## config.mk

```make
export PLATFORM = sky130hd
export DESIGN_NAME = mrwt_modmul
export DESIGN_NICKNAME = d
export VERILOG_FILES = /design/src/design/mrwt_pkg.sv /design/src/design/mrwt_modmul.sv
export SDC_FILE = /design/constraint.sdc
export NUM_CORES = 2
export LEC_CHECK = 0
export ABC_AREA = 1
export ABC_CLOCK_PERIOD_IN_PS = 12850
export BUFFER_PORTS_ARGS = -buffer_cell sky130_fd_sc_hd__buf_2
export CAP_MARGIN = 40
export CORE_AREA = 2 2 394 396
export CTS_BUF_LIST = sky130_fd_sc_hd__clkbuf_2
export DETAILED_ROUTE_END_ITERATION = 6
export DIE_AREA = 0 0 396 398
export GPL_ROUTABILITY_DRIVEN = 0
export SLEW_MARGIN = 20
export SYNTH_ARGS = -nofsm -noshare
export SYNTH_HDL_FRONTEND = slang
export SYNTH_SLANG_ARGS = --single-unit
```

## constraint.sdc

```tcl
create_clock -name clk_i -period 12.85 [get_ports clk_i]
set_clock_uncertainty 0.15 [all_clocks]
set_input_delay 0.6425 -clock clk_i [delete_from_list [all_inputs] [get_ports clk_i]]
set_output_delay 0.6425 -clock clk_i [all_outputs]
set_load 0.05 [all_outputs]
```

## src/design/mrwt_pkg.sv

```systemverilog
`default_nettype none
// ----------------------------------------------------------------------------
// mrwt_pkg
// Shared width constants and payload types of the Miller-Rabin witness test.
// ----------------------------------------------------------------------------
package mrwt_pkg;

  localparam int unsigned NumBits  = 32;
  localparam int unsigned WordW    = 32;
  localparam int unsigned ProdW    = 2 * NumBits;
  localparam int unsigned CntW     = $clog2(ProdW + 1);

  typedef logic [NumBits-1:0] num_t;
  typedef logic [ProdW-1:0]   prod_t;

  typedef struct packed {
    logic [WordW-1:0] candidate;
    logic [WordW-1:0] witness;
  } in_word_t;

  typedef struct packed {
    logic probably_prime;
  } out_word_t;

endpackage
`default_nettype wire

```

## src/design/mrwt_modmul.sv

```systemverilog
`default_nettype none
// ----------------------------------------------------------------------------
// mrwt_modmul
// Shared modular multiplier: one 32x32 product, then a restoring reduction
// of one bit per cycle, giving a * b mod m on r_o when done_o is raised.
// ----------------------------------------------------------------------------
module mrwt_modmul (
  input  wire             clk_i,
  input  wire             rst_ni,
  input  wire             start_i,
  input  mrwt_pkg::num_t  a_i,
  input  mrwt_pkg::num_t  b_i,
  input  mrwt_pkg::num_t  m_i,
  output logic            done_o,
  output mrwt_pkg::num_t  r_o
);

  typedef enum logic [1:0] {StIdle, StMul, StRed} state_e;

  state_e                     state_q;
  mrwt_pkg::prod_t            prod_q;
  logic [mrwt_pkg::NumBits:0] rem_q;
  mrwt_pkg::num_t             a_q, b_q, m_q;
  logic [mrwt_pkg::CntW-1:0]  cnt_q;

  logic [mrwt_pkg::NumBits:0] shift_d;
  logic [mrwt_pkg::NumBits:0] sub_d;

  always_comb begin
    shift_d = {rem_q[mrwt_pkg::NumBits-1:0], prod_q[mrwt_pkg::ProdW-1]};
    sub_d   = shift_d - {1'b0, m_q};
  end

  always_ff @(posedge clk_i or negedge rst_ni) begin
    if (!rst_ni) begin
      state_q <= StIdle;
      done_o  <= 1'b0;
      cnt_q   <= '0;
    end else begin
      done_o <= 1'b0;
      unique case (state_q)
        StIdle: begin
          if (start_i) begin
            a_q     <= a_i;
            b_q     <= b_i;
            m_q     <= m_i;
            state_q <= StMul;
          end
        end
        StMul: begin
          prod_q  <= mrwt_pkg::prod_t'(a_q) * mrwt_pkg::prod_t'(b_q);
          rem_q   <= '0;
          cnt_q   <= '0;
          state_q <= StRed;
        end
        StRed: begin
          prod_q <= {prod_q[mrwt_pkg::ProdW-2:0], 1'b0};
          if (sub_d[mrwt_pkg::NumBits]) rem_q <= shift_d;
          else                          rem_q <= sub_d;
          cnt_q <= cnt_q + 1'b1;
          if (cnt_q == mrwt_pkg::CntW'(mrwt_pkg::ProdW - 1)) begin
            done_o  <= 1'b1;
            state_q <= StIdle;
          end
        end
        default: state_q <= StIdle;
      endcase
    end
  end

  assign r_o = rem_q[mrwt_pkg::NumBits-1:0];

`ifndef SYNTHESIS
  a_done_pulse: assert property (@(posedge clk_i) disable iff (!rst_ni)
    done_o |=> !done_o) else $error("done held");
  a_rem_bound: assert property (@(posedge clk_i) disable iff (!rst_ni)
    done_o |-> ({1'b0, m_q} > rem_q)) else $error("remainder not reduced");
  a_start_idle: assert property (@(posedge clk_i) disable iff (!rst_ni)
    (state_q == StMul) |=> (state_q == StRed)) else $error("bad sequence");
`endif

endmodule
`default_nettype wire
```

== Yosys cells after proc, flatten, opt, wreduce, memory -nomap -nowiden ==
Index checks and enable logic that the tools add are counted.

* Output and inout bits: 33
* Word-level logic and storage cells: 30
* Register bits after elaboration: 202
* Input bits: 99

* $add $sub $neg: 2
* Multiply operators: 1
* Eq/ne operators: 5
* Reductions and logical operators: 5
* Muxes and demuxes: 9

{| class="wikitable"
|+ Operator list
! operator !! number
|-
| 64-bit case mux with 2 select lines || 1
|-
| 32-bit by 32-bit multiplier with 64-bit output || 1
|-
| 32-bit case mux with 2 select lines || 1
|-
| 33-bit by 32-bit subtractor with 33-bit output || 1
|-
| 32-bit two-way mux || 1
|-
| 7-bit case mux with 2 select lines || 1
|-
| 7-bit by 1-bit adder with 7-bit output (second input constant) || 1
|-
| 7-bit by 6-bit equality test with 1-bit output (second input constant) || 1
|-
| 2-bit case mux with 3 select lines || 1
|-
| 2-bit two-way mux || 2
|-
| 2-bit inequality test (second input constant) || 2
|-
| 2-bit AND reduction || 2
|-
| 3-bit AND reduction || 1
|-
| 2-bit by 1-bit equality test with 1-bit output (second input constant) || 1
|-
| 2-bit equality test (second input constant) || 1
|-
| 2-bit zero test || 1
|-
| 1-bit two-way mux || 2
|-
| 2-bit nonzero test || 1
|}

== Depth between registers and ports, before layout ==
* Word-level depth: 3
* Depth in mapped cells: 31
* Gate-level depth less buffers: 30

== Least setup slack after synthesis ==
Ideal clock, no wire load.

* Kind: register -> register
* Start: register a_q[30]
* End: register prod_q[62] (data pin)
* Setup slack: 6229 ps
* Cell stages (with the launch flop): 28
* Data arrival time: 6217 ps
* Clock period less this slack: 6621 ps
* Path buffers: 1
* Setup time: 254 ps
* Cell sequence: edfxtp_1 -> clkbuf_1 -> nand2_1 -> fa_1 -> inv_1 -> fa_1 -> fa_1 -> inv_1 -> fa_1 -> inv_1 -> fa_1 -> fa_1 -> fa_1 -> inv_1 -> fa_1 -> inv_1 -> ha_1 -> nand2_1 -> nor2_1 -> inv_1 -> nor3_1 -> nand2_1 -> nor3_1 -> nand2_1 -> nand2_1 -> nand2_1 -> nand3_1 -> nand2_1

* Cells in the longest elaborated chain, start to end: 2

{| class="wikitable"
|+ RTL lines
! what !! line !! RTL
|-
| from (decl) || mrwt_modmul.sv:23 || <nowiki>mrwt_pkg::num_t a_q, b_q, m_q;</nowiki>
|-
| from (signal assigned) || mrwt_modmul.sv:44 || <nowiki>a_q <= a_i;</nowiki>
|-
| 32-bit by 32-bit multiplier with 64-bit output || mrwt_modmul.sv:51 || <nowiki>prod_q <= mrwt_pkg::prod_t'(a_q) * mrwt_pkg::prod_t'(b_q);</nowiki>
|-
| 64-bit case mux with 2 select lines || mrwt_modmul.sv:41 || <nowiki>unique case (state_q)</nowiki>
|-
| to (signal assigned) || mrwt_modmul.sv:51 ||
|-
| to (signal assigned) || mrwt_modmul.sv:57 || <nowiki>prod_q <= {prod_q[mrwt_pkg::ProdW-2:0], 1'b0};</nowiki>
|-
| to (decl) || mrwt_modmul.sv:21 || <nowiki>mrwt_pkg::prod_t prod_q;</nowiki>
|}

No other way between the ends.
A chain may end at the register's enable or synchronous reset.

== Final worst setup path ==
* Start: register a_q[15]
* End: register prod_q[25] (data pin)

The elaborated chain is that of the path after synthesis.

==> flow_metrics.env <==
export IMPL_drc_errors=0
export IMPL_htree_levels=3
export IMPL_worstHoldStart="start_i"
export IMPL_synth_yosys_seq_area_share_pct=13.1
export IMPL_synth_seq_cells=202
export IMPL_startpoint_type="register"
export IMPL_initial_core_util_pct=29.9
export IMPL_finalCritPeriodShare_pct=58.2
export IMPL_syn_area_um2=45800
export IMPL_finalHoldViolCount=0
export IMPL_grt_max_degree=82
export IMPL_cts_tree="built"
export IMPL_seqPwrFrac_pct=33.0
export IMPL_fillers=16000
export IMPL_hp_class="input port to register"
export IMPL_rows=144
export IMPL_grt_setup_unrepaired="no"
export IMPL_antenna_found_initial=6
export IMPL_synth_distinct_cells=38
export IMPL_fmax_mhz=134
export IMPL_area_growth_pct=12.2
export IMPL_power_density_nw_per_um2=51.4
export IMPL_p_switching_uw=1210
export IMPL_vias_per_cell=4.45
export IMPL_first_pass_iters=6
export IMPL_setup_violations_final=0
export IMPL_dp_hpwl_um=101000
export IMPL_die_x_um=396
export IMPL_wirelength_um=127000
export IMPL_register_area_um2=6020
export IMPL_finalMaxSlewViolations=0
export IMPL_clockBufferDepth=3
export IMPL_crit_type="register to register"
export IMPL_min_path_cells=5
export IMPL_wire_per_inst_um=15.2
export IMPL_syn_mean_instance_area_um2=7.65
export IMPL_syn_inst=5994
export IMPL_ys_async_sr_fraction_pct=4.95
export IMPL_worst_endpoint_arrival_ns=8.34
export IMPL_final_common_cell="nand2_1"
export IMPL_yosysWarnings=0
export IMPL_synth_ff_type="edfxtp_1"
export IMPL_required_ns=13.71
export IMPL_postCtsResizedCells=0
export IMPL_power_internal_uw=1430
export IMPL_rrSetupSlack_ns=5.37
export IMPL_drt_iter0_markers=2796
export IMPL_switching_share_pct=46.0
export IMPL_clkPwrFrac_pct=24.2
export IMPL_io_buffers=131
export IMPL_vias=37100
export IMPL_setup_tns_ns=0
export IMPL_worst_pin_slew_ns=0.799
export IMPL_r2r_start="a_q[15]"
export IMPL_drv_cap=0
export IMPL_fp_dieArea_um2=158000
export IMPL_total_power_uw=2640
export IMPL_num_io_pins=132
export IMPL_drive_gt1_share_pct=5.52
export IMPL_insertion_delay_ns=1.36
export IMPL_leakagePower_uw=0.0304
export IMPL_status="complete, no violations"
export IMPL_core_area_um2=153000
export IMPL_final_cell_mix="nand2_1, inv_1, fa_1"
export IMPL_fin_crit_ns=7.48
export IMPL_endpoint_kind="register"
export IMPL_drtAntennaViolNets=0
export IMPL_root_buffer="clkbuf_2"
export IMPL_gr_total_overflow=0
export IMPL_grt_pass1_wl_um=206000
export IMPL_cts_buffers_inserted=69
export IMPL_cts_sinks=202
export IMPL_rr_worst_depth=24
export IMPL_dieHeight_um=398
export IMPL_r2r_end="prod_q[25]"
export IMPL_groute_usage_overall_pct=16.5
export IMPL_clk_pin_slew_ns=0.10
export IMPL_syn_num_nets=7289
export IMPL_ir_worst_vdd_mv=0.0766
export IMPL_synth_edf_count=192
export IMPL_multi_input_area_um2=32000
export IMPL_p_comb_share_pct=42.8
export IMPL_fin_nets=7541
export IMPL_relSlewSlack_pct=46.7
export IMPL_holdPathEnd="state_q[1]"
export IMPL_grt_pass1_vias=39100
export IMPL_critPathMaxFanout=32
[power groups by stage]
stage | clock network [µW] | registers, µW | logic (µW)
2_1_floorplan | 0 | 1050 | 668
3_3_place_gp | 0 | 889 | 1060
3_5_place_dp | 0 | 888 | 1080
4_1_cts | 683 | 874 | 1130
5_1_grt | 704 | 879 | 1260
6_report | 640 | 871 | 1130
[layout make-up]
type                       instances  area share (%)
antenna                            7          0.0341
clock buffer                      84           0.817
clock inverter                    32           0.455
inverter                        1860            13.6
multi-input combinational       3713            62.2
sequential                       202            11.7
tap                             2044            4.97
timing repair buffer             400            6.25
[registers in the layout (all words and copies together), names as in the netlist]
signal	count
prod_q	64
a_q	32
b_q	32
m_q	32
rem_q	32
cnt_q	7
state_q	2
done_o	1
[worst max-delay path by stage]
| stage | start | end |
|---|---|---|
| floorplan | a_q[30] | prod_q[62] |
| CTS | a_q[15] | prod_q[25] |
| global placement | a_q[16] | prod_q[25] |
| finish | a_q[15] | prod_q[25] |
| detailed placement | a_q[23] | prod_q[52] |
| global route | a_q[15] | prod_q[41] |
[Yosys cell counts, types with 7 or more instances]
cell type / number / area share, %
nand2_1: 1885 / 15
inv_1: 1857 / 15
fa_1: 897 / 39
ha_1: 299 / 8.2
nor2_1: 232 / 1.9
clkbuf_1: 205 / 1.7
edfxtp_1: 192 / 13
nand3_1: 141 / 1.5
a21oi_1: 81 / 0.88
o21ai_0: 43 / 0.47
nor3_1: 20 / 0.22
xor2_1: 20 / 0.38
xnor2_1: 18 / 0.34
o21bai_1: 15 / 0.25
nor2_2: 13 / 0.18
nand4_1: 11 / 0.15
dfrtp_1: 10 / 0.55
or2_2: 8 / 0.11
buf_2: 7 / 0.076
[stage by stage]
step                setup slack (ns)  cell area (µm²)  std cells  hold slack, ns  util, %
floorplan                       6.23            45800       5994           0.197        -
global placement                5.51            48700       8021           0.324     31.8
detailed placement              5.50            48800       8023           0.334     31.8
CTS                             5.43            51400       8334          0.0297     33.5
global route                    5.05            51400       8341           0.141     33.5
finish                          5.37            51400       8342           0.268     33.5
[layer usage]
| metal | wire length (µm) | GRT usage, % | vias to the layer above |
|---|---|---|---|
| met5 | 32 | 0 | - |
| met4 | 4690 | 6.39 | 4 |
| met3 | 8210 | 2.97 | 270 |
| met2 | 61200 | 27.9 | 1199 |
| met1 | 52900 | 21.0 | 18300 |
| li1 | - | - | 17300 |
[timing repair]
item,in CTS,in global routing
endpoints found under the hold margin,182,0
setup endpoints to repair,0,0
setup buffers,0,0
hold buffers,195,0
[cell families after synthesis]
kind of cell             share of synthesized area [%]
AND/OR/NAND/NOR                                   19.9
XOR/XNOR                                         0.726
AO/OA/AOI/OAI                                     1.76
flip-flops                                        13.1
adder cells (fa/ha/maj)                           47.3
buffers and inverters                             17.1
[worst max-delay path: stages (launching register included)]
cell	delay, ns
edfxtp_1	0.33
buf_4	0.41
nand2_1	0.10
inv_1	0.09
fa_1	0.41
inv_1	0.08
fa_1	0.43
fa_1	0.53
fa_1	0.56
inv_1	0.05
fa_1	0.50
inv_1	0.06
fa_1	0.53
inv_1	0.05
fa_1	0.54
fa_1	0.44
ha_1	0.35
nand2_1	0.09
nand2_1	0.07
nand2_1	0.06
nand2_1	0.07
a21oi_1	0.26
nand3_1	0.43
xnor2_1	0.40
o21ai_0	0.12
Power figures use the tool's default switching activity.
